<file path="config.mk">
export PLATFORM = sky130hd
export DESIGN_NAME = encoder_multiturn_velocity
export DESIGN_NICKNAME = d
export VERILOG_FILES = /design/src/sv/ecmv_pkg.sv /design/src/sv/encoder_multiturn_velocity.sv /design/src/sv/ecmv_vel.sv
export SDC_FILE = /design/constraint.sdc
export NUM_CORES = 2
export LEC_CHECK = 0
export BUFFER_PORTS_ARGS = -buffer_cell sky130_fd_sc_hd__buf_2
export CORE_ASPECT_RATIO = 0.7
export CORE_MARGIN = 5
export CORE_UTILIZATION = 30
export CTS_BUF_LIST = sky130_fd_sc_hd__clkbuf_8
export CTS_CLUSTER_SIZE = 10
export DETAILED_ROUTE_END_ITERATION = 8
export HOLD_SLACK_MARGIN = 0.12
export PLACE_DENSITY = 0.49
export SYNTH_ARGS = -nofsm -noshare
export SYNTH_HDL_FRONTEND = slang
export SYNTH_SLANG_ARGS = --single-unit
</file>
<file path="constraint.sdc">
create_clock -name clk -period 8.75 [get_ports clk]
set_clock_uncertainty 0.15 [all_clocks]
set_input_delay 0.4375 -clock clk [delete_from_list [all_inputs] [get_ports clk]]
set_output_delay 0.4375 -clock clk [all_outputs]
set_load 0.01 [all_outputs]
</file>
<file path="src/sv/ecmv_pkg.sv">
// ----------------------------------------------------------------------------
// ecmv_pkg: shared constants and types for the multiturn encoder block
// Field widths, register indexes and the velocity unit handshake structs.
// ----------------------------------------------------------------------------
package ecmv_pkg;

    localparam int COUNT_BITS = 14;
    localparam int TIME_BITS  = 32;
    localparam int TURN_BITS  = 32;
    localparam int ANGLE_BITS = 48;
    localparam int VEL_BITS   = 40;
    localparam int THR_BITS   = 14;
    localparam int FB_BITS    = 20;

    localparam int S_DATA_BITS = 48;
    localparam int M_DATA_BITS = 120;

    // Velocity unit: serial multiply by 1e6, then restoring divide
    localparam int MUL_BITS  = 20;
    localparam int MAG_BITS  = ANGLE_BITS;
    localparam int PROD_BITS = MAG_BITS + MUL_BITS;
    localparam int QUO_BITS  = VEL_BITS;
    localparam int HI_BITS   = PROD_BITS - QUO_BITS;
    localparam int CNT_BITS  = 6;

    localparam logic [MUL_BITS-1:0] US_PER_S = 20'd1000000;

    localparam logic [VEL_BITS-1:0] VEL_POS_MAX = {1'b0, {(VEL_BITS-1){1'b1}}};
    localparam logic [VEL_BITS-1:0] VEL_NEG_MAG = {1'b1, {(VEL_BITS-1){1'b0}}};

    localparam logic [1:0] CFG_WRAP_THRESHOLD = 2'd0;
    localparam logic [1:0] CFG_MAX_INTERVAL   = 2'd1;
    localparam logic [1:0] CFG_FALLBACK       = 2'd2;

    typedef struct packed {
        logic                 start;
        logic                 neg;
        logic [MAG_BITS-1:0]  mag;
        logic [TIME_BITS-1:0] dt;
    } vel_req_t;

    typedef struct packed {
        logic busy;
        logic done;
    } vel_stat_t;

endpackage

</file>
<file path="src/sv/encoder_multiturn_velocity.sv">
// ----------------------------------------------------------------------------
// encoder_multiturn_velocity: multiturn unwrap with velocity estimate
// An accepted item passes the turn update, difference and velocity unit start, then
// 20 serial multiply steps, a range check, 40 divide steps and a finish before the
// result loads; a saturating velocity skips the divide, the first item goes to output.
// A new item waits for that load, which stalls while a result waits on m_tready.
// Reset clears the turn state and loads the register defaults at once.
// ----------------------------------------------------------------------------
module encoder_multiturn_velocity (
    input  logic                                 clk,
    input  logic                                 rst_n,
    input  logic                                 s_tvalid,
    output logic                                 s_tready,
    input  logic [ecmv_pkg::S_DATA_BITS-1:0]     s_tdata,  // raw_count, time_us
    output logic                                 m_tvalid,
    input  logic                                 m_tready,
    output logic [ecmv_pkg::M_DATA_BITS-1:0]     m_tdata,  // full_angle, turns, velocity
    output logic [0:0]                           m_tuser,  // interval_fixed
    input  logic                                 cfg_valid,
    output logic                                 cfg_ready,
    input  logic [1:0]                           cfg_index,
    input  logic [31:0]                          cfg_data
);

    typedef enum logic [5:0] {
        ST_IDLE = 6'b000001,
        ST_TURN = 6'b000010,
        ST_DIFF = 6'b000100,
        ST_MAG  = 6'b001000,
        ST_VEL  = 6'b010000,
        ST_OUT  = 6'b100000
    } state_t;

    state_t                                  state_reg, state_next;

    logic [ecmv_pkg::THR_BITS-1:0]           thr_reg;
    logic [ecmv_pkg::TIME_BITS-1:0]          max_reg;
    logic [ecmv_pkg::FB_BITS-1:0]            fb_reg;

    logic [ecmv_pkg::COUNT_BITS-1:0]         raw_reg, raw_next;
    logic [ecmv_pkg::TIME_BITS-1:0]          time_reg, time_next;
    logic [ecmv_pkg::COUNT_BITS-1:0]         prev_raw_reg, prev_raw_next;
    logic [ecmv_pkg::TIME_BITS-1:0]          prev_time_reg, prev_time_next;
    logic [ecmv_pkg::TURN_BITS-1:0]          turn_reg, turn_next;
    logic [ecmv_pkg::ANGLE_BITS-1:0]         prev_full_reg, prev_full_next;
    logic                                    primed_reg, primed_next;
    logic [ecmv_pkg::ANGLE_BITS-1:0]         full_reg, full_next;
    logic [ecmv_pkg::ANGLE_BITS-1:0]         diff_reg, diff_next;
    logic [ecmv_pkg::TIME_BITS-1:0]          dt_reg, dt_next;
    logic                                    fixed_reg, fixed_next;
    logic                                    vel_used_reg, vel_used_next;

    logic                                    m_tvalid_reg, m_tvalid_next;
    logic [ecmv_pkg::M_DATA_BITS-1:0]        m_tdata_reg, m_tdata_next;
    logic                                    m_fixed_reg, m_fixed_next;

    logic signed [ecmv_pkg::COUNT_BITS:0]    jump;
    logic [ecmv_pkg::COUNT_BITS:0]           jump_abs;
    logic [ecmv_pkg::ANGLE_BITS-1:0]         full_c;
    logic                                    fixed_c;
    logic [ecmv_pkg::VEL_BITS-1:0]           vel_u;
    logic [ecmv_pkg::VEL_BITS-1:0]           vel_sel;
    logic                                    load_out;

    ecmv_pkg::vel_req_t                      req;
    ecmv_pkg::vel_stat_t                     stat;

    assign jump     = $signed({1'b0, raw_reg}) - $signed({1'b0, prev_raw_reg});
    assign jump_abs = jump[ecmv_pkg::COUNT_BITS] ? (~jump + 1'b1) : jump;
    assign full_c   = {{(ecmv_pkg::ANGLE_BITS - ecmv_pkg::TURN_BITS - ecmv_pkg::COUNT_BITS)
                         {turn_reg[ecmv_pkg::TURN_BITS-1]}}, turn_reg, raw_reg};
    assign fixed_c  = (dt_reg == '0) || (dt_reg > max_reg);
    assign vel_sel  = vel_used_reg ? vel_u : '0;
    assign load_out = (state_reg == ST_OUT) && (!m_tvalid_reg || m_tready);

    assign req.start = (state_reg == ST_MAG);
    assign req.neg   = diff_reg[ecmv_pkg::ANGLE_BITS-1];
    assign req.mag   = diff_reg[ecmv_pkg::ANGLE_BITS-1] ? ('0 - diff_reg) : diff_reg;
    assign req.dt    = dt_reg;

    ecmv_vel u_vel (
        .clk   (clk),
        .rst_n (rst_n),
        .req   (req),
        .stat  (stat),
        .vel   (vel_u)
    );

    always_comb
    begin
        state_next     = state_reg;
        raw_next       = raw_reg;
        time_next      = time_reg;
        prev_raw_next  = prev_raw_reg;
        prev_time_next = prev_time_reg;
        turn_next      = turn_reg;
        prev_full_next = prev_full_reg;
        primed_next    = primed_reg;
        full_next      = full_reg;
        diff_next      = diff_reg;
        dt_next        = dt_reg;
        fixed_next     = fixed_reg;
        vel_used_next  = vel_used_reg;
        case (state_reg)
            ST_IDLE:
            begin
                if (s_tvalid)
                begin
                    raw_next   = s_tdata[ecmv_pkg::COUNT_BITS-1:0];
                    time_next  = s_tdata[ecmv_pkg::COUNT_BITS +: ecmv_pkg::TIME_BITS];
                    state_next = ST_TURN;
                end
            end
            ST_TURN:
            begin
                prev_raw_next  = raw_reg;
                prev_time_next = time_reg;
                if (!primed_reg)
                begin
                    // initial read: record the sample, no motion yet
                    turn_next      = '0;
                    prev_full_next = '0;
                    primed_next    = 1'b1;
                    full_next      = {{(ecmv_pkg::ANGLE_BITS - ecmv_pkg::COUNT_BITS){1'b0}},
                                      raw_reg};
                    fixed_next     = 1'b0;
                    vel_used_next  = 1'b0;
                    state_next     = ST_OUT;
                end
                else
                begin
                    // a large jump is a wrap: step the turn count against it
                    if (jump_abs > {1'b0, thr_reg})
                    begin
                        turn_next = jump[ecmv_pkg::COUNT_BITS] ? (turn_reg + 1'b1)
                                                              : (turn_reg - 1'b1);
                    end
                    dt_next       = time_reg - prev_time_reg;
                    vel_used_next = 1'b1;
                    state_next    = ST_DIFF;
                end
            end
            ST_DIFF:
            begin
                full_next      = full_c;
                diff_next      = full_c - prev_full_reg;
                prev_full_next = full_c;
                fixed_next     = fixed_c;
                if (fixed_c)
                begin
                    dt_next = (fb_reg == '0) ? ecmv_pkg::TIME_BITS'(1)
                            : {{(ecmv_pkg::TIME_BITS - ecmv_pkg::FB_BITS){1'b0}}, fb_reg};
                end
                state_next = ST_MAG;
            end
            ST_MAG:
            begin
                state_next = ST_VEL;
            end
            ST_VEL:
            begin
                if (stat.done)
                begin
                    state_next = ST_OUT;
                end
            end
            ST_OUT:
            begin
                if (load_out)
                begin
                    state_next = ST_IDLE;
                end
            end
            default:
            begin
                state_next = ST_IDLE;
            end
        endcase
    end

    always_comb
    begin
        m_tvalid_next = m_tvalid_reg;
        m_tdata_next  = m_tdata_reg;
        m_fixed_next  = m_fixed_reg;
        if (m_tready)
        begin
            m_tvalid_next = 1'b0;
        end
        if (load_out)
        begin
            m_tvalid_next = 1'b1;
            m_tdata_next  = {vel_sel, turn_reg, full_reg};
            m_fixed_next  = fixed_reg;
        end
    end

    always_ff @(posedge clk or negedge rst_n)
    begin
        if (!rst_n)
        begin
            state_reg     <= ST_IDLE;
            thr_reg       <= 14'd13107;
            max_reg       <= 32'd500000;
            fb_reg        <= 20'd1000;
            prev_raw_reg  <= '0;
            prev_time_reg <= '0;
            turn_reg      <= '0;
            prev_full_reg <= '0;
            primed_reg    <= 1'b0;
            vel_used_reg  <= 1'b0;
            m_tvalid_reg  <= 1'b0;
        end
        else
        begin
            state_reg     <= state_next;
            prev_raw_reg  <= prev_raw_next;
            prev_time_reg <= prev_time_next;
            turn_reg      <= turn_next;
            prev_full_reg <= prev_full_next;
            primed_reg    <= primed_next;
            vel_used_reg  <= vel_used_next;
            m_tvalid_reg  <= m_tvalid_next;
            if (cfg_valid)
            begin
                case (cfg_index)
                    ecmv_pkg::CFG_WRAP_THRESHOLD: thr_reg <= cfg_data[ecmv_pkg::THR_BITS-1:0];
                    ecmv_pkg::CFG_MAX_INTERVAL:   max_reg <= cfg_data;
                    ecmv_pkg::CFG_FALLBACK:       fb_reg  <= cfg_data[ecmv_pkg::FB_BITS-1:0];
                    default:                      ;
                endcase
            end
        end
    end

    always_ff @(posedge clk)
    begin
        raw_reg     <= raw_next;
        time_reg    <= time_next;
        full_reg    <= full_next;
        diff_reg    <= diff_next;
        dt_reg      <= dt_next;
        fixed_reg   <= fixed_next;
        m_tdata_reg <= m_tdata_next;
        m_fixed_reg <= m_fixed_next;
    end

    assign s_tready   = (state_reg == ST_IDLE);
    assign cfg_ready  = 1'b1;
    assign m_tvalid   = m_tvalid_reg;
    assign m_tdata    = m_tdata_reg;
    assign m_tuser[0] = m_fixed_reg;

    a_done_in_wait: assert property (@(posedge clk) disable iff (!rst_n)
        stat.done |-> (state_reg == ST_VEL))
        else $error("velocity result arrived outside the wait state");

    a_accept_turn: assert property (@(posedge clk) disable iff (!rst_n)
        (s_tvalid && s_tready) |=> (state_reg == ST_TURN))
        else $error("accepted item not taken to the turn update");

    a_load_valid: assert property (@(posedge clk) disable iff (!rst_n)
        load_out |=> m_tvalid)
        else $error("result loaded but not presented");

    a_primed_holds: assert property (@(posedge clk) disable iff (!rst_n)
        primed_reg |=> primed_reg)
        else $error("primed flag dropped without reset");

endmodule

</file>
<file path="src/sv/ecmv_vel.sv">
// ----------------------------------------------------------------------------
// ecmv_vel: bit-serial velocity unit
// Magnitude times 1e6 by shift-and-add, one multiplier bit per cycle, then a
// restoring divide by the interval, one quotient bit per cycle, saturated.
// ----------------------------------------------------------------------------
module ecmv_vel (
    input  logic                               clk,
    input  logic                               rst_n,
    input  ecmv_pkg::vel_req_t                 req,
    output ecmv_pkg::vel_stat_t                stat,
    output logic [ecmv_pkg::VEL_BITS-1:0]      vel
);

    typedef enum logic [4:0] {
        U_IDLE = 5'b00001,
        U_MUL  = 5'b00010,
        U_CHK  = 5'b00100,
        U_DIV  = 5'b01000,
        U_FIN  = 5'b10000
    } ustate_t;

    ustate_t                               state_reg, state_next;
    logic [ecmv_pkg::CNT_BITS-1:0]         cnt_reg, cnt_next;
    logic [ecmv_pkg::PROD_BITS-1:0]        acc_reg, acc_next;
    logic [ecmv_pkg::PROD_BITS-1:0]        msh_reg, msh_next;
    logic [ecmv_pkg::QUO_BITS-1:0]         plo_reg, plo_next;
    logic [ecmv_pkg::TIME_BITS-1:0]        rem_reg, rem_next;
    logic [ecmv_pkg::TIME_BITS-1:0]        dt_reg, dt_next;
    logic                                  neg_reg, neg_next;
    logic                                  sat_reg, sat_next;
    logic [ecmv_pkg::VEL_BITS-1:0]         vel_reg, vel_next;
    logic                                  done_c;

    logic [ecmv_pkg::TIME_BITS:0]          trial;
    logic [ecmv_pkg::TIME_BITS:0]          trial_sub;
    logic                                  trial_ge;
    logic [ecmv_pkg::TIME_BITS-1:0]        hi_ext;

    assign trial     = {rem_reg, plo_reg[ecmv_pkg::QUO_BITS-1]};
    assign trial_sub = trial - {1'b0, dt_reg};
    assign trial_ge  = (trial >= {1'b0, dt_reg});
    assign hi_ext    = {{(ecmv_pkg::TIME_BITS-ecmv_pkg::HI_BITS){1'b0}},
                        acc_reg[ecmv_pkg::PROD_BITS-1:ecmv_pkg::QUO_BITS]};

    always_comb
    begin
        state_next = state_reg;
        cnt_next   = cnt_reg;
        acc_next   = acc_reg;
        msh_next   = msh_reg;
        plo_next   = plo_reg;
        rem_next   = rem_reg;
        dt_next    = dt_reg;
        neg_next   = neg_reg;
        sat_next   = sat_reg;
        vel_next   = vel_reg;
        done_c     = 1'b0;
        case (state_reg)
            U_IDLE:
            begin
                if (req.start)
                begin
                    acc_next   = '0;
                    msh_next   = {{ecmv_pkg::MUL_BITS{1'b0}}, req.mag};
                    dt_next    = req.dt;
                    neg_next   = req.neg;
                    cnt_next   = '0;
                    state_next = U_MUL;
                end
            end
            U_MUL:
            begin
                if (ecmv_pkg::US_PER_S[cnt_reg[4:0]])
                begin
                    acc_next = acc_reg + msh_reg;
                end
                msh_next = {msh_reg[ecmv_pkg::PROD_BITS-2:0], 1'b0};
                cnt_next = cnt_reg + 1'b1;
                if (cnt_reg == ecmv_pkg::CNT_BITS'(ecmv_pkg::MUL_BITS - 1))
                begin
                    state_next = U_CHK;
                end
            end
            U_CHK:
            begin
                // a top part at or above the divisor means a quotient of 2^40 or more
                sat_next = (hi_ext >= dt_reg);
                rem_next = hi_ext;
                plo_next = acc_reg[ecmv_pkg::QUO_BITS-1:0];
                cnt_next = '0;
                state_next = (hi_ext >= dt_reg) ? U_FIN : U_DIV;
            end
            U_DIV:
            begin
                rem_next = trial_ge ? trial_sub[ecmv_pkg::TIME_BITS-1:0]
                                    : trial[ecmv_pkg::TIME_BITS-1:0];
                plo_next = {plo_reg[ecmv_pkg::QUO_BITS-2:0], trial_ge};
                cnt_next = cnt_reg + 1'b1;
                if (cnt_reg == ecmv_pkg::CNT_BITS'(ecmv_pkg::QUO_BITS - 1))
                begin
                    state_next = U_FIN;
                end
            end
            U_FIN:
            begin
                if (neg_reg)
                begin
                    vel_next = (sat_reg || plo_reg > ecmv_pkg::VEL_NEG_MAG)
                             ? ecmv_pkg::VEL_NEG_MAG : ('0 - plo_reg);
                end
                else
                begin
                    vel_next = (sat_reg || plo_reg > ecmv_pkg::VEL_POS_MAX)
                             ? ecmv_pkg::VEL_POS_MAX : plo_reg;
                end
                done_c     = 1'b1;
                state_next = U_IDLE;
            end
            default:
            begin
                state_next = U_IDLE;
            end
        endcase
    end

    always_ff @(posedge clk or negedge rst_n)
    begin
        if (!rst_n)
        begin
            state_reg <= U_IDLE;
            cnt_reg   <= '0;
            sat_reg   <= 1'b0;
            neg_reg   <= 1'b0;
        end
        else
        begin
            state_reg <= state_next;
            cnt_reg   <= cnt_next;
            sat_reg   <= sat_next;
            neg_reg   <= neg_next;
        end
    end

    always_ff @(posedge clk)
    begin
        acc_reg <= acc_next;
        msh_reg <= msh_next;
        plo_reg <= plo_next;
        rem_reg <= rem_next;
        dt_reg  <= dt_next;
        vel_reg <= vel_next;
    end

    assign stat.busy = (state_reg != U_IDLE);
    assign stat.done = done_c;
    assign vel       = vel_reg;

    a_start_idle: assert property (@(posedge clk) disable iff (!rst_n)
        req.start |-> !stat.busy)
        else $error("velocity unit started while busy");

    a_done_idle: assert property (@(posedge clk) disable iff (!rst_n)
        stat.done |=> !stat.busy)
        else $error("velocity unit still busy after done");

    a_rem_below_dt: assert property (@(posedge clk) disable iff (!rst_n)
        (state_reg == U_DIV) |-> (rem_reg < dt_reg))
        else $error("partial remainder not below divisor");

endmodule

</file>
==> impl_metrics.json <==
{
  "cts_resized": 0,
  "wirelength_um": 123000,
  "p_leak_nw": 21.4,
  "port_buffers": 207,
  "layout-drive-gt1-share_pct": 11.8,
  "syn_area_um2": 44600,
  "fp.dieH_um": 333,
  "critPathRequiredTime_ns": 9.29,
  "cts_tree": "built",
  "synth-async-reset-ratio_pct": 27.0,
  "seqCellArea_um2": 22500,
  "p_clk_share_pct": 21.9,
  "htreeDepth": 4,
  "synth.net_count": 4694,
  "setup_tns_ns": 0,
  "yosys_warnings": 0,
  "antenna_left": 0,
  "crit_slowest_cell": "a31oi_1",
  "swShare_pct": 39.8,
  "irDropWorstVdd_mv": 0.180,
  "worstHoldPathCells": 3,
  "dp_hpwl_um": 87600,
  "die_w_um": 471,
  "fillers": 14900,
  "synth_ff_type": "edfxtp_1",
  "drt_iter0_drc": 2531,
  "crit_arrival_ns": 6.53,
  "startpoint_type": "register",
  "share_seq_of_total_power_pct": 34.0,
  "worstSetupPathType": "register to register",
  "antenna_found_initial": 5,
  "period_minus_slack_ns": 5.99,
  "grt_pass1_wl_um": 191000,
  "path_max_fanout": 12,
  "first_pass_iters": 6,
  "slew_headroom_pct": 17.8,
  "reg2reg_depth": 21,
  "final_common_cell": "edfxtp_1",
  "p_sw_w": 0.00614,
  "track_usage_pct": 15.4,
  "r2r-start": "raw_reg[0]$_DFFE_PP_",
  "drc": 0,
  "die_area_um2": 157000,
  "crit_chain": "inv_1, ha_1, inv_1, fa_1, a211o_1, a21o_1, a211oi_1, a41oi_1, o311a_1, or2_2, o31ai_1, xor2_1, ha_1, nor2b_1, o21ai_0, nand3b_1, o21a_1, a31oi_1, nor2_1, mux2i_1, nor2_1",
  "max_freq_mhz": 167,
  "avgSynthCellArea_um2": 10.4,
  "cts_buffers": 142,
  "dpl_cell_area_um2": 47900,
  "intPower_w": 0.00929,
  "startpoint": "raw_reg[0]$_DFFE_PP_",
  "fin_area_um2": 52300,
  "slowest_delay_ns": 0.66,
  "layout_common_cells": "edfxtp_1 (572), nand2_1 (482), inv_1 (338)",
  "drv_slew": 0,
  "min_path_type": "primary input to register",
  "hold_start": "cfg_data[31]",
  "rows": 118,
  "io_pins": 211,
  "holdWs_ns": 0.250,
  "clk_path_buf_depth": 3,
  "ys_seq_elements": 784,
  "grt_overflow": 0,
  "rsz0062_at_grt": "false",
  "place_congestion": 0.861,
  "rrSetupSlack_ns": 2.76,
  "clk_latency_ns": 0.85,
  "first_global_vias": 32100,
  "synth_edf_count": 572,
  "areaGrowthSynthToFinish_pct": 17.2,
  "worstSetupEndpointType": "register",
  "ctsRootBufferMaster": "clkbuf_8",
  "largest_register_ffs": 118,
  "setup_viol": 0,
  "cellPowerDensity_nw_per_um2": 295,
  "synth_cell_type_count": 90,
  "seq_area_frac_synth_pct": 50.4,
  "start_util_pct": 30.2,
  "tightestPinTransition_ns": 1.23,
  "timing.rr.end": "turn_reg[25]$_DFFE_PN0P_",
  "holdPathEnd": "max_reg[31]$_DFFE_PN0P_",
  "routed_via_density": 4.92,
  "post-route-period-util_pct": 68.4,
  "synth_cells": 4301,
  "clock-sinks": 784,
  "vias": 33400,
  "post_drt_wl_per_cell_um": 18.2,
  "status": "completed",
  "max_cap_violations": 0,
  "grt_max_degree": 128,
  "multi_input_area_um2": 20500,
  "hold_viol": 0,
  "clk_pin_slew_ns": 0.06,
  "core_area_um2": 148000,
  "fin_nets": 5083,
  "combPwrFrac_pct": 44.0
}
[synthesized netlist by cell type (11+ instances only)]
cell type | instances | share of area [%]
a211o_1 | 12 | 0.24
a211oi_1 | 19 | 0.32
a21o_1 | 137 | 2.3
a21oi_1 | 266 | 3.0
a31oi_1 | 34 | 0.48
and2_1 | 95 | 1.3
and3_1 | 27 | 0.38
buf_1 | 17 | 0.14
clkbuf_1 | 136 | 1.1
dfrtp_1 | 189 | 11
dfstp_2 | 23 | 1.4
edfxtp_1 | 572 | 38
ha_1 | 300 | 8.4
inv_1 | 290 | 2.4
mux2_2 | 57 | 1.4
mux2i_1 | 45 | 1.0
nand2_1 | 484 | 4.1
nand2b_1 | 39 | 0.55
nand3_1 | 65 | 0.73
nand3b_1 | 13 | 0.22
nand4_1 | 56 | 0.78
nor2_1 | 261 | 2.2
nor2b_1 | 26 | 0.36
nor3_1 | 65 | 0.73
nor3b_1 | 15 | 0.25
nor4_1 | 31 | 0.43
o211ai_1 | 23 | 0.39
o21a_1 | 52 | 0.87
o21ai_0 | 337 | 3.8
o21bai_1 | 40 | 0.67
o22ai_1 | 29 | 0.41
o311ai_0 | 33 | 0.65
o31a_1 | 12 | 0.24
o31ai_1 | 53 | 0.89
o41ai_1 | 14 | 0.27
or2_2 | 17 | 0.24
or3_1 | 34 | 0.48
or4_1 | 11 | 0.18
xnor2_1 | 109 | 2.1
xor2_1 | 120 | 2.4
[repair_timing]
item / CTS / global route
hold buffers: 171 / 0
buffers inserted: 0 / 0
hold endpoints to repair: 223 / 0
setup endpoints to repair: 0 / 0
[worst max-delay path, delay by kind of cell (launching register included)]
kind | cells | cell delay (ns)
AO/OA/AOI/OAI | 9 | 2.65
AND/OR/NAND/NOR | 5 | 1.10
adder cells (fa/ha/maj) | 3 | 0.89
flip-flops | 1 | 0.39
multiplexers | 1 | 0.27
buffers and inverters | 2 | 0.19
XOR/XNOR | 1 | 0.19
[how the worst max path moves through the flow]
stage                     slack [ns]                  endpoint  cells past startpoint
final                           2.76  turn_reg[25]$_DFFE_PN0P_                     21
after detailed placement        2.82  turn_reg[18]$_DFFE_PN0P_                     21
after global routing            2.44  turn_reg[25]$_DFFE_PN0P_                     22
after floorplan                 1.46      m_tdata[0]$_DFFE_PP_                      3
after CTS                       2.76  turn_reg[25]$_DFFE_PN0P_                     21
after global placement          2.86  turn_reg[25]$_DFFE_PN0P_                     21
[per-stage QoR]
| step | util (%) | setup slack [ns] | power (W) | instances |
|---|---|---|---|---|
| 6_report | 35.4 | 2.76 | 0.0154 | 6788 |
| 5_1_grt | 35.4 | 2.44 | 0.0166 | 6787 |
| 4_1_cts | 35.4 | 2.76 | 0.0156 | 6785 |
| 3_5_place_dp | 32.4 | 2.82 | 0.0120 | 6355 |
| 3_3_place_gp | 32.4 | 2.86 | 0.0119 | 6355 |
| 2_1_floorplan | - | 1.46 | 0.0102 | 4301 |
[routing by layer]
metal,part of all wire [%],GRT usage (%),wire length (um)
met4,2.0,4.15,2420
met1,54,24.8,66900
met2,39,20.6,47600
met3,5.3,2.87,6500
met5,0.0057,0,7
[cells by family after synthesis]
| group | share of synthesized area [%] |
|---|---|
| and+or+nand+nor | 13.7 |
| AOI/OAI and AO/OA | 16.4 |
| DFF | 50.4 |
| buffers and inverters | 3.87 |
| adders and majority gates | 8.68 |
| xor gates and xnor gates | 4.49 |
| muxes | 2.45 |
| other | 0.00840 |
[final cells by class]
cell class,count,share of cell area (%)
Sequential cell,784,43.0
Clock inverter,109,1.25
Timing Repair Buffer,407,5.77
Antenna cell,3,0.0143
Inverter,293,2.11
Tap cell,1980,4.74
Clock buffer,150,3.95
Multi-Input combinational cell,3062,39.1
[power groups by stage]
stage	clock, W	sequential (W)	combinational [W]
after floorplan	0	0.00513	0.00503
after global placement	0	0.00532	0.00662
final	0.00339	0.00525	0.00679
after detailed placement	0	0.00532	0.00666
after CTS	0.00354	0.00526	0.00677
after global routing	0.00371	0.00531	0.00762
Note: power is estimated with default switching activity, not from simulation.
